`src/hw/rtl/ubds_pkg.sv`:
```
// ----------------------------------------------------------------------------
// ubds_pkg
// Shared types, constants and sizing helpers for the UART baud divisor
// search core.
// ----------------------------------------------------------------------------
package ubds_pkg;

   // default input clock of the UART being set up
   localparam int DEFAULT_CLOCK_HZ = 48000000;

   // quotient bits resolved per divider cycle
   localparam int DIV_STEP = 8;

   // smallest shift in the rate formula (prescaler 3, factor 1)
   localparam int MIN_SHIFT = 2;

   // divisor range
   localparam logic [8:0] DIV_MIN_F0 = 9'd2;
   localparam logic [8:0] DIV_MIN_F1 = 9'd9;
   localparam logic [8:0] DIV_MAX    = 9'd256;
   localparam logic [1:0] PS_MAX     = 2'd3;

   // chip version thresholds
   localparam logic [7:0] VER_BIT7_ABOVE = 8'h27;
   localparam logic [7:0] VER_LCR2_MIN   = 8'h30;

   // line control bits
   localparam logic [7:0] LCR_RX_EN   = 8'h80;
   localparam logic [7:0] LCR_TX_EN   = 8'h40;
   localparam logic [7:0] LCR_PAR_EVN = 8'h10;
   localparam logic [7:0] LCR_PAR_EN  = 8'h08;
   localparam logic [7:0] LCR_STOP2   = 8'h04;

   // flow control word when rts/cts is on
   localparam logic [8:0] FLOW_RTS_CTS = 9'd257;

   // parity and stop codes
   localparam logic [1:0] PAR_NONE = 2'd0;
   localparam logic [1:0] PAR_EVEN = 2'd1;
   localparam logic [1:0] PAR_BAD  = 2'd3;
   localparam logic [1:0] STOP_ONE = 2'd1;
   localparam logic [1:0] STOP_TWO = 2'd2;
   localparam logic [3:0] DBITS_MIN = 4'd5;
   localparam logic [3:0] DBITS_MAX = 4'd8;

   // result error codes
   typedef enum logic [2:0] {
      ERR_OK        = 3'd0,
      ERR_DATA_BITS = 3'd1,
      ERR_PARITY    = 3'd2,
      ERR_STOP_BITS = 3'd3,
      ERR_ZERO_BAUD = 3'd4
   } ubds_err_type;

   // controller to datapath
   typedef struct packed {
      logic       capture;
      logic       div_step;
      logic       div_first;
      logic       div_last;
      logic [1:0] cand_ps;
      logic       cand_fact;
      logic [8:0] cand_div;
      logic       out_load;
   } ubds_cmd_type;

   // datapath to controller
   typedef struct packed {
      logic err_found;
      logic best_zero;
   } ubds_status_type;

   // width of the largest dividend clock_hz >> shift
   function automatic int num_width(input int clk_hz);
      return $clog2(clk_hz + 1) - MIN_SHIFT;
   endfunction

   // DIV_STEP-bit quotient groups needed to cover the largest dividend
   function automatic int div_rounds(input int clk_hz);
      return (num_width(clk_hz) + DIV_STEP - 1) / DIV_STEP;
   endfunction

endpackage

```
`src/hw/rtl/uart_baud_divisor_search_core.sv`:
```
// ----------------------------------------------------------------------------
// uart_baud_divisor_search_core
// Turns a serial set-up request into UART divisor, line control and flow
// control words.
// ----------------------------------------------------------------------------
// One request is worked at a time. A request that fails its checks goes
// from the check state straight to the result and skips the search. A good
// request walks the candidates prescaler 0..3, factor 0..1, divisor 2 (or
// 9)..256, 2012 in all; each one goes through a divider that resolves 8
// quotient bits a cycle while the search runs. The search ends early as
// soon as some candidate hits the requested rate exactly. The result sits
// in an output register, so the next request is taken while the previous
// result waits on rsp_tready. chip_version is written through
// csr_wr_en/csr_wr_data; the user must write it only while no request is
// in flight, as the core does not enforce this.
// ----------------------------------------------------------------------------
module uart_baud_divisor_search_core import ubds_pkg::*; #(
   parameter int CLOCK_HZ = DEFAULT_CLOCK_HZ
) (
   input  logic        clock,
   input  logic        reset,
   // request channel
   input  logic        req_tvalid,
   output logic        req_tready,
   // [31:0] baud_rate, [35:32] data_bits, [37:36] parity_mode,
   // [39:38] stop_bits, [40] rts_cts, [47:41] zero
   input  logic [47:0] req_tdata,
   // result channel
   output logic        rsp_tvalid,
   input  logic        rsp_tready,
   // [2:0] error_code, [18:3] divisor_word, [26:19] line_control,
   // [27] use_second_lcr, [36:28] flow_word, [39:37] zero
   output logic [39:0] rsp_tdata,
   // chip_version register
   input  logic        csr_wr_en,
   input  logic [7:0]  csr_wr_data
);

   ubds_cmd_type    cmd;
   ubds_status_type status;

   logic [2:0]  error_code;
   logic [15:0] divisor_word;
   logic [7:0]  line_control;
   logic        use_second_lcr;
   logic [8:0]  flow_word;

   // sequencer
   ubds_ctrl #(
      .CLOCK_HZ (CLOCK_HZ)
   ) u_ctrl (
      .clock      (clock),
      .reset      (reset),
      .req_tvalid (req_tvalid),
      .req_tready (req_tready),
      .rsp_tvalid (rsp_tvalid),
      .rsp_tready (rsp_tready),
      .status     (status),
      .cmd        (cmd)
   );

   // divider, compare and result words
   ubds_dpath #(
      .CLOCK_HZ (CLOCK_HZ)
   ) u_dpath (
      .clock          (clock),
      .reset          (reset),
      .baud_rate      (req_tdata[31:0]),
      .data_bits      (req_tdata[35:32]),
      .parity_mode    (req_tdata[37:36]),
      .stop_bits      (req_tdata[39:38]),
      .rts_cts        (req_tdata[40]),
      .csr_wr_en      (csr_wr_en),
      .csr_wr_data    (csr_wr_data),
      .cmd            (cmd),
      .status         (status),
      .error_code     (error_code),
      .divisor_word   (divisor_word),
      .line_control   (line_control),
      .use_second_lcr (use_second_lcr),
      .flow_word      (flow_word)
   );

   // result packing
   assign rsp_tdata = {3'd0, flow_word, use_second_lcr, line_control,
                       divisor_word, error_code};

endmodule

```
`src/hw/rtl/ubds_ctrl.sv`:
```
// ----------------------------------------------------------------------------
// ubds_ctrl
// Request sequencing: check, candidate walk over prescaler, factor and
// divisor, divider round count and result handoff.
// ----------------------------------------------------------------------------
module ubds_ctrl import ubds_pkg::*; #(
   parameter int CLOCK_HZ = DEFAULT_CLOCK_HZ
) (
   input  logic            clock,
   input  logic            reset,
   input  logic            req_tvalid,
   output logic            req_tready,
   output logic            rsp_tvalid,
   input  logic            rsp_tready,
   input  ubds_status_type status,
   output ubds_cmd_type    cmd
);

   localparam int ROUNDS = div_rounds(CLOCK_HZ);
   localparam int RND_W  = (ROUNDS > 1) ? $clog2(ROUNDS) : 1;

   typedef enum logic [2:0] {
      ST_IDLE,
      ST_CHECK,
      ST_SEARCH,
      ST_DRAIN,
      ST_FINISH
   } state_type;

   state_type        state_ff;
   logic [RND_W-1:0] round_ff;
   logic [1:0]       ps_ff;
   logic             fact_ff;
   logic [8:0]       div_ff;
   logic             rsp_vld_ff;

   logic last_round;
   logic last_div;
   logic last_cand;
   logic out_ready;

   // candidate bookkeeping
   assign last_round = (round_ff == RND_W'(ROUNDS - 1));
   assign last_div   = (div_ff == DIV_MAX);
   assign last_cand  = last_div & fact_ff & (ps_ff == PS_MAX);
   assign out_ready  = ~rsp_vld_ff | rsp_tready;

   // handshakes
   assign req_tready = (state_ff == ST_IDLE);
   assign rsp_tvalid = rsp_vld_ff;

   // commands to the datapath
   always_comb begin
      cmd.capture   = req_tvalid & req_tready;
      cmd.div_step  = (state_ff == ST_SEARCH);
      cmd.div_first = (round_ff == '0);
      cmd.div_last  = last_round;
      cmd.cand_ps   = ps_ff;
      cmd.cand_fact = fact_ff;
      cmd.cand_div  = div_ff;
      cmd.out_load  = (state_ff == ST_FINISH) & out_ready;
   end

   // state machine and output valid
   always_ff @(posedge clock) begin
      if (reset) begin
         state_ff   <= ST_IDLE;
         round_ff   <= '0;
         ps_ff      <= '0;
         fact_ff    <= 1'b0;
         div_ff     <= DIV_MIN_F0;
         rsp_vld_ff <= 1'b0;
      end else begin
         if (cmd.out_load) begin
            rsp_vld_ff <= 1'b1;
         end else if (rsp_tready) begin
            rsp_vld_ff <= 1'b0;
         end

         unique case (state_ff)
            ST_IDLE: begin
               if (cmd.capture) begin
                  state_ff <= ST_CHECK;
                  round_ff <= '0;
                  ps_ff    <= '0;
                  fact_ff  <= 1'b0;
                  div_ff   <= DIV_MIN_F0;
               end
            end
            ST_CHECK: begin
               state_ff <= status.err_found ? ST_FINISH : ST_SEARCH;
            end
            ST_SEARCH: begin
               if (status.best_zero) begin
                  state_ff <= ST_FINISH;
               end else begin
                  round_ff <= last_round ? '0 : round_ff + RND_W'(1);
                  if (last_round) begin
                     if (last_cand) begin
                        state_ff <= ST_DRAIN;
                     end else if (!last_div) begin
                        div_ff <= div_ff + 9'd1;
                     end else if (!fact_ff) begin
                        fact_ff <= 1'b1;
                        div_ff  <= DIV_MIN_F1;
                     end else begin
                        ps_ff   <= ps_ff + 2'd1;
                        fact_ff <= 1'b0;
                        div_ff  <= DIV_MIN_F0;
                     end
                  end
               end
            end
            ST_DRAIN: begin
               state_ff <= ST_FINISH;
            end
            ST_FINISH: begin
               if (out_ready) begin
                  state_ff <= ST_IDLE;
               end
            end
            default: begin
               state_ff <= ST_IDLE;
            end
         endcase
      end
   end

endmodule

```
`src/hw/rtl/ubds_dpath.sv`:
```
// ----------------------------------------------------------------------------
// ubds_dpath
// Request fields, version register, radix-256 divider, best candidate
// tracking and the result register.
// ----------------------------------------------------------------------------
module ubds_dpath import ubds_pkg::*; #(
   parameter int CLOCK_HZ = DEFAULT_CLOCK_HZ
) (
   input  logic            clock,
   input  logic            reset,
   input  logic [31:0]     baud_rate,
   input  logic [3:0]      data_bits,
   input  logic [1:0]      parity_mode,
   input  logic [1:0]      stop_bits,
   input  logic            rts_cts,
   input  logic            csr_wr_en,
   input  logic [7:0]      csr_wr_data,
   input  ubds_cmd_type    cmd,
   output ubds_status_type status,
   output logic [2:0]      error_code,
   output logic [15:0]     divisor_word,
   output logic [7:0]      line_control,
   output logic            use_second_lcr,
   output logic [8:0]      flow_word
);

   localparam int ROUNDS = div_rounds(CLOCK_HZ);
   localparam int DVD_W  = ROUNDS * DIV_STEP;

   // request and config
   logic [7:0]  chip_version_ff;
   logic [31:0] baud_ff;
   logic [3:0]  dbits_ff;
   logic [1:0]  par_ff;
   logic [1:0]  stop_ff;
   logic        rts_ff;

   // divider
   logic [DVD_W-1:0] dvd_ff;
   logic [8:0]       rem_ff;
   logic [DVD_W-1:0] dvd_in;
   logic [8:0]       rem_in;
   logic [3:0]       shift;
   logic [3:0]       ps_x3;
   logic [DVD_W-1:0] num_sel;

   // finished quotient waiting for compare
   logic [DVD_W-1:0] rate_ff;
   logic             rate_vld_ff;
   logic [1:0]       tag_ps_ff;
   logic             tag_fact_ff;
   logic [8:0]       tag_div_ff;

   // best so far
   logic        have_ff;
   logic [31:0] best_diff_ff;
   logic [15:0] best_word_ff;
   logic [31:0] rate32;
   logic [31:0] diff;
   logic        upd;

   ubds_err_type err;
   logic [7:0]   lcr;

   // result register
   logic [2:0]  err_out_ff;
   logic [15:0] word_out_ff;
   logic [7:0]  lcr_out_ff;
   logic        lcr2_out_ff;
   logic [8:0]  flow_out_ff;

   // dividend clock_hz >> (12 - 3*ps - fact)
   assign ps_x3   = {2'b00, cmd.cand_ps} + {1'b0, cmd.cand_ps, 1'b0};
   assign shift   = 4'd12 - ps_x3 - {3'b000, cmd.cand_fact};
   assign num_sel = DVD_W'(CLOCK_HZ >> shift);

   // eight restoring steps per cycle
   always_comb begin
      dvd_in = cmd.div_first ? num_sel : dvd_ff;
      rem_in = cmd.div_first ? 9'd0 : rem_ff;
      for (int i = 0; i < DIV_STEP; i++) begin
         rem_in = {rem_in[7:0], dvd_in[DVD_W-1]};
         dvd_in = {dvd_in[DVD_W-2:0], 1'b0};
         if (rem_in >= cmd.cand_div) begin
            rem_in    = rem_in - cmd.cand_div;
            dvd_in[0] = 1'b1;
         end
      end
   end

   // distance of the finished rate from the request
   assign rate32 = 32'(rate_ff);
   assign diff   = (rate32 > baud_ff) ? (rate32 - baud_ff) : (baud_ff - rate32);
   assign upd    = rate_vld_ff & (~have_ff | (diff < best_diff_ff));

   // request checks in priority order
   always_comb begin
      if (dbits_ff < DBITS_MIN || dbits_ff > DBITS_MAX) begin
         err = ERR_DATA_BITS;
      end else if (par_ff == PAR_BAD) begin
         err = ERR_PARITY;
      end else if (stop_ff != STOP_ONE && stop_ff != STOP_TWO) begin
         err = ERR_STOP_BITS;
      end else if (baud_ff == 32'd0) begin
         err = ERR_ZERO_BAUD;
      end else begin
         err = ERR_OK;
      end
   end

   // line control byte
   always_comb begin
      lcr = LCR_RX_EN | LCR_TX_EN | {6'd0, 2'(dbits_ff - DBITS_MIN)};
      if (par_ff != PAR_NONE) begin
         lcr = lcr | LCR_PAR_EN;
      end
      if (par_ff == PAR_EVEN) begin
         lcr = lcr | LCR_PAR_EVN;
      end
      if (stop_ff == STOP_TWO) begin
         lcr = lcr | LCR_STOP2;
      end
   end

   assign status.err_found = (err != ERR_OK);
   assign status.best_zero = have_ff & (best_diff_ff == 32'd0);

   // control registers
   always_ff @(posedge clock) begin
      if (reset) begin
         chip_version_ff <= '0;
         rate_vld_ff     <= 1'b0;
         have_ff         <= 1'b0;
      end else begin
         if (csr_wr_en) begin
            chip_version_ff <= csr_wr_data;
         end
         rate_vld_ff <= ~cmd.capture & cmd.div_step & cmd.div_last;
         if (cmd.capture) begin
            have_ff <= 1'b0;
         end else if (upd) begin
            have_ff <= 1'b1;
         end
      end
   end

   // payload registers
   always_ff @(posedge clock) begin
      if (cmd.capture) begin
         baud_ff  <= baud_rate;
         dbits_ff <= data_bits;
         par_ff   <= parity_mode;
         stop_ff  <= stop_bits;
         rts_ff   <= rts_cts;
      end
      if (cmd.div_step) begin
         dvd_ff <= dvd_in;
         rem_ff <= rem_in;
      end
      if (cmd.div_step & cmd.div_last) begin
         rate_ff     <= dvd_in;
         tag_ps_ff   <= cmd.cand_ps;
         tag_fact_ff <= cmd.cand_fact;
         tag_div_ff  <= cmd.cand_div;
      end
      if (upd) begin
         best_diff_ff <= diff;
         best_word_ff <= {8'(DIV_MAX - tag_div_ff), 5'd0, tag_fact_ff, tag_ps_ff};
      end
      if (cmd.out_load) begin
         err_out_ff <= err;
         if (err != ERR_OK) begin
            word_out_ff <= '0;
            lcr_out_ff  <= '0;
            lcr2_out_ff <= 1'b0;
            flow_out_ff <= '0;
         end else begin
            word_out_ff <= best_word_ff
                         | {8'd0, (chip_version_ff > VER_BIT7_ABOVE), 7'd0};
            lcr_out_ff  <= lcr;
            lcr2_out_ff <= (chip_version_ff >= VER_LCR2_MIN);
            flow_out_ff <= rts_ff ? FLOW_RTS_CTS : 9'd0;
         end
      end
   end

   assign error_code     = err_out_ff;
   assign divisor_word   = word_out_ff;
   assign line_control   = lcr_out_ff;
   assign use_second_lcr = lcr2_out_ff;
   assign flow_word      = flow_out_ff;

endmodule

```
`config.mk`:
```
export PLATFORM = sky130hd
export DESIGN_NAME = uart_baud_divisor_search_core
export DESIGN_NICKNAME = d
export VERILOG_FILES = /design/src/hw/rtl/ubds_pkg.sv /design/src/hw/rtl/uart_baud_divisor_search_core.sv /design/src/hw/rtl/ubds_ctrl.sv /design/src/hw/rtl/ubds_dpath.sv
export SDC_FILE = /design/constraint.sdc
export NUM_CORES = 1
export LEC_CHECK = 0
export ABC_CLOCK_PERIOD_IN_PS = 21200
export BUFFER_PORTS_ARGS = -buffer_cell sky130_fd_sc_hd__buf_2
export CAP_MARGIN = 20
export CORE_MARGIN = 5
export CORE_UTILIZATION = 30
export DETAILED_ROUTE_END_ITERATION = 7
export PLACE_DENSITY = 0.45
export SLEW_MARGIN = 20
export SYNTH_ARGS = -nofsm -noshare
export SYNTH_HDL_FRONTEND = slang
export SYNTH_SLANG_ARGS = --single-unit
export TNS_END_PERCENT = 100
```
`constraint.sdc`:
```
create_clock -name clock -period 21.2 [get_ports clock]
set_input_delay 1.06 -clock clock [delete_from_list [all_inputs] [get_ports clock]]
set_output_delay 1.06 -clock clock [all_outputs]
set_load 0.02 [all_outputs]
```
==> impl_metrics.toml, run 1 <==
[run_status]
status = "complete, no violations"

[placement]
placed_area_mm2 = 0.01628
gp_congestion = 0.8777
hpwlAfterDp_um = 33070
portBuffers = 77
dp_slack_ns = 2.731
placed_cells = 2302

[timing]
final.setup_skew_ns = 0.01524
fmax_ghz = 0.05383
fin_ws_ns = 2.624
max_slew.worst_pin.slew_ns = 1.025
grt_setup_unrepaired = "no"
fin_crit_sh_pct = 87.62
fin_crit_ns = 18.58
setup_viol = 0
max_slew_margin_pct = 31.51
finalMaxSlewViolations = 0
finalSetupTns_ns = 0
hold_viol_final = 0

[worst_setup_path]
crit_path_start_kind = "register"
crit_path_frequent_cell = "ha_1"
reg2reg_from = "u_ctrl.ps_ff[0]"
worstPathArrival_ns = 18.78
crit_family = "compound AO/OA/AOI/OAI gates"
startpoint = "u_ctrl.ps_ff[0]"
critical_path_class = "reg2reg"
max_stage_delay_ns = 0.74
worstPathRequired_ns = 21.40
cp_slowest_cell = "o31ai_1"
end_kind = "register"
cp_max_fo = 24
critical_path_buf_inv_count = 13

[route]
via_per_inst = 5.058
finalWirelength_um = 42220
antenna_left = 0
num_vias = 11810
drtIter0Drc = 730
dr.pass1.iters = 5
wl_per_cell_um = 18.09
drc = 0

[synthesis]
async_reset_ff_share_pct = 0
avgSynthCellArea_um2 = 9.577
yosys_register_bits = 199
yosysUniqueCellTypes = 78
syn-instance-count = 1589
synth-edff-count = 174
synth_top_cell_by_area = "edfxtp_1"
ys.warnings.count = 0
synth-main-ff-cell = "edfxtp_1"
yosys.area.top_type_share_pct = 34.33
synth.area.top_cells = "edfxtp_1, ha_1, a21oi_1, xnor2_1, inv_1"
synthesis.area_mm2 = 0.01522
synth_seq_area_share_pct = 37.62

[clock_tree]
cts_root_buffer = "clkbuf_16"
post_cts_resized = 0
cts_made_buffers = 17
clock_sinks = 199
post_cts_buffers = 0
hold_buffers = 0
cts_tree = "done"
clk_latency_ns = 0.46
cts.path.max_buffers = 2
htreeDepth = 4
clk_pin_slew_worst_paths_ns = 0.08

[cells_and_area]
drive_gt1_share_pct = 11.43
postLayoutCellArea_mm2 = 0.01690
final_common_cell = "edfxtp_1"
final_cell_mix = "edfxtp_1, ha_1, a21oi_1"
n_antenna_cell = 0
area_delta_synth_final_pct = 11.03
layout.cells.non_filler = 2334
final_nets = 1887

[global_routing]
grt-ovfl-total = 0
antenna_found_initial = 1
grt_pass1_vias = 11340
track_usage_pct = 14.87
grt_pass1_wl_um = 65590
grt_max_degree = 49

[min_path]
hold_path.class = "reg2reg"
hold_start = "u_dpath.tag_fact_ff"

[die]
die_w_um = 235.2
die-area_mm2 = 0.05533
start_util_pct = 30.33
die_h_um = 235.2
row_count = 82
ioPinCount = 103
core-area_mm2 = 0.05017

[flow_run]
drv_cap = 0
==> layout make-up <==
class,count,area [um2]
flip-flops and latches,199,5725
clock buffers,18,429.2
inverters,141,531.8
multi-input cells,1199,8698
repair buffers,91,490.5
clock inverters,14,180.2
well taps,672,840.8
fillers,5138,33270
==> through the flow <==
stage,utilization [%],hold WS [ns]
2_1_floorplan,-,0.4003
3_3_place_gp,32.44,0.4078
3_5_place_dp,32.44,0.4102
4_1_cts,33.66,0.4286
5_1_grt,33.68,0.4418
6_report,33.68,0.4243
==> per-layer routing <==
metal	global-route usage [%]	wire (um)	vias up
met5	0	13	-
met4	4.134	817	2
met3	2.601	1831	45
met2	22.31	18230	263
met1	22.04	21330	5625
li1	-	-	5870
==> sequential cells by signal, indices dropped and copies added (netlist names), 3 cells and up <==
register                 count
u_dpath.dbits_ff             4
u_ctrl.div_ff                9
u_ctrl.state_ff              3
u_dpath.rem_ff               8
u_dpath.best_diff_ff        32
u_dpath.rate_ff             24
u_dpath.dvd_ff              24
u_dpath.line_control         6
u_dpath.error_code           3
u_dpath.divisor_word        12
u_dpath.chip_version_ff      5
u_dpath.tag_div_ff           8
u_dpath.best_word_ff        11
u_dpath.baud_ff             32
==> cell families after synthesis <==
kind of cell | share of synthesized area, %
and+or+nand+nor | 14.46
DFF | 37.62
other | 0.02464
AOI/OAI and AO/OA | 18.15
buffers and inverters | 5.714
muxes | 3.872
xor gates and xnor gates | 5.065
adders and majority gates | 15.09
==> cell usage after synthesis, types with 37 or more instances <==
cell type / number
edfxtp_1: 174
ha_1: 166
a21oi_1: 138
inv_1: 135
nor2_1: 110
nand2_1: 103
o21ai_0: 73
xnor2_1: 60
a21o_1: 51
nor3_1: 44
nand4_1: 37
==> worst paths after layout <==
check | to | cells past startpoint | slack, ns
worst min-delay path | u_dpath.best_word_ff[2] | 0 | 0.42
worst min register to register | u_dpath.best_word_ff[2] | 0 | 0.42
worst max register to register | u_dpath.rem_ff[3] | 69 | 2.62
worst max-delay path | u_dpath.rem_ff[3] | 69 | 2.62
Power of run 1 is left out: the tool's default activity adds up to more than one toggle a clock period on the data nets, which glitch-free logic cannot reach.
==> run 2: changes to the inputs <==
Settings changed: CTS_BUF_LIST set to sky130_fd_sc_hd__clkbuf_4 sky130_fd_sc_hd__clkbuf_8.
==> impl_metrics.toml, run 2 (synthesis results as in run 1) <==
[run_status]
status = "complete, no violations"

[cells_and_area]
top_regs = "u_dpath.baud_ff (32), u_dpath.best_diff_ff (32)"
area_delta_synth_final_pct = 9.874
final_nets = 1888
final_common_cell = "edfxtp_1"
final_cell_mix = "edfxtp_1, ha_1, a21oi_1"
layout.cells.non_filler = 2336
drive_gt1_share_pct = 11.55

[worst_setup_path]
r2r_slack_ns = 2.63
cp_max_fo = 24
timing.rr.end = "u_dpath.rem_ff[3]"
worstPathRequired_ns = 21.45
critical_path_class = "reg2reg"
worstPathArrival_ns = 18.82
rr_worst_depth = 69
max_stage_delay_ns = 0.74
crit_path_frequent_cell = "ha_1"
end_kind = "register"
crit_path_start_kind = "register"
cp_slowest_cell = "fa_1"
reg2reg_from = "u_ctrl.ps_ff[0]"

[route]
drtIter0Drc = 680
wl_per_cell_um = 18.03
via_per_inst = 5.058
antenna_left = 0
dr.pass1.iters = 5
num_vias = 11820
finalWirelength_um = 42110
drc = 0

[clock_tree]
cts_root_buffer = "clkbuf_8"
post_cts_buffers = 0
cts.path.max_buffers = 2
clk_latency_ns = 0.51
cts_made_buffers = 17
clock_sinks = 199
cts_tree = "done"
hold_buffers = 0
htreeDepth = 4
post_cts_resized = 0
clk_pin_slew_worst_paths_ns = 0.11

[die]
die_w_um = 235.2
die-area_mm2 = 0.05533
row_count = 82
die_h_um = 235.2
start_util_pct = 30.33
core-area_mm2 = 0.05017
ioPinCount = 103

[global_routing]
grt-ovfl-total = 0
grt_max_degree = 49
antenna_found_initial = 1
grt_pass1_vias = 11300
grt_pass1_wl_um = 65360
track_usage_pct = 14.80

[placement]
hpwlAfterDp_um = 33070
placed_cells = 2302
portBuffers = 77
gp_congestion = 0.8777

[timing]
hold_viol_final = 0
fmax_ghz = 0.05385
finalMaxSlewViolations = 0
fin_crit_sh_pct = 87.59
max_slew.worst_pin.slew_ns = 1.014
setup_viol = 0
grt_setup_unrepaired = "no"
max_slew_margin_pct = 32.25
fin_crit_ns = 18.57
final.setup_skew_ns = 0.02836
finalSetupTns_ns = 0

[flow_run]
drv_cap = 0

[min_path]
whs_path_depth = 0
min_to = "u_dpath.best_word_ff[2]"
hold_start = "u_dpath.tag_fact_ff"
hold_path.class = "reg2reg"
[run 2: changes by cell type in the layout (fill, tap and decap cells not counted)]
cell,before,now
clkbuf_8,0,17
o311a_2,0,1
diode_2,0,1
clkbuf_16,17,0
clkbuf_1,1,0
o311a_4,1,0
clkbuf_4,0,1
buf_12,0,1
[run 2: stage by stage]
| step | util, % | hold WS (ns) | area [um2] | setup WS [ns] |
|---|---|---|---|---|
| global route | 33.32 | 0.4450 | 16720 | 1.524 |
| finish | 33.33 | 0.4339 | 16720 | 2.631 |
| CTS | 33.28 | 0.4366 | 16700 | 2.649 |
| floorplan | - | 0.4003 | 15270 | 5.948 |
| global placement | 32.44 | 0.4078 | 16280 | 2.874 |
| detailed placement | 32.44 | 0.4102 | 16280 | 2.731 |
[run 2: layout make-up]
type                       count  area [um2]
antenna                        1       2.502
clock buffer                  18       241.5
clock inverter                14       180.2
fill                        5160       33450
inverter                     141       531.8
multi-input combinational   1199        8688
sequential                   199        5725
tap                          672       840.8
timing repair buffer          92       510.5
[run 2: metal layers]
layer / GRT usage [%] / share of wire (%) / vias up / routed length (um)
met5: 0 / 0.031 / - / 13
met4: 3.871 / 1.8 / 2 / 756
met2: 22.29 / 43 / 248 / 18140
li1: - / - / 5873 / -
met1: 21.96 / 51 / 5648 / 21470
met3: 2.601 / 4.1 / 44 / 1722
[run 2: how the worst max path moves through the flow]
| stage | slack, ns | end | startpoint | depth (start not counted) |
|---|---|---|---|---|
| floorplan | 5.95 | u_dpath.rem_ff[3] | u_ctrl.ps_ff[0] | 72 |
| global placement | 2.87 | u_dpath.rem_ff[3] | u_ctrl.ps_ff[0] | 69 |
| detailed placement | 2.73 | u_dpath.rem_ff[3] | u_ctrl.ps_ff[0] | 70 |
| CTS | 2.65 | u_dpath.rem_ff[3] | u_ctrl.ps_ff[0] | 70 |
| global route | 1.52 | u_dpath.rem_ff[3] | u_ctrl.ps_ff[0] | 70 |
| finish | 2.63 | u_dpath.rem_ff[3] | u_ctrl.ps_ff[0] | 69 |
[run 2: critical path: cells and delay by family, from the launching register on]
family / cells / cell delay [ns]
AO/OA/AOI/OAI: 23 / 6.70
adder cells (fa/ha/maj): 10 / 3.65
buffers and inverters: 13 / 2.78
flip-flops: 1 / 0.59
multiplexers: 4 / 1.44
AND/OR/NAND/NOR: 19 / 3.09
Power of run 2 is left out for the same reason.
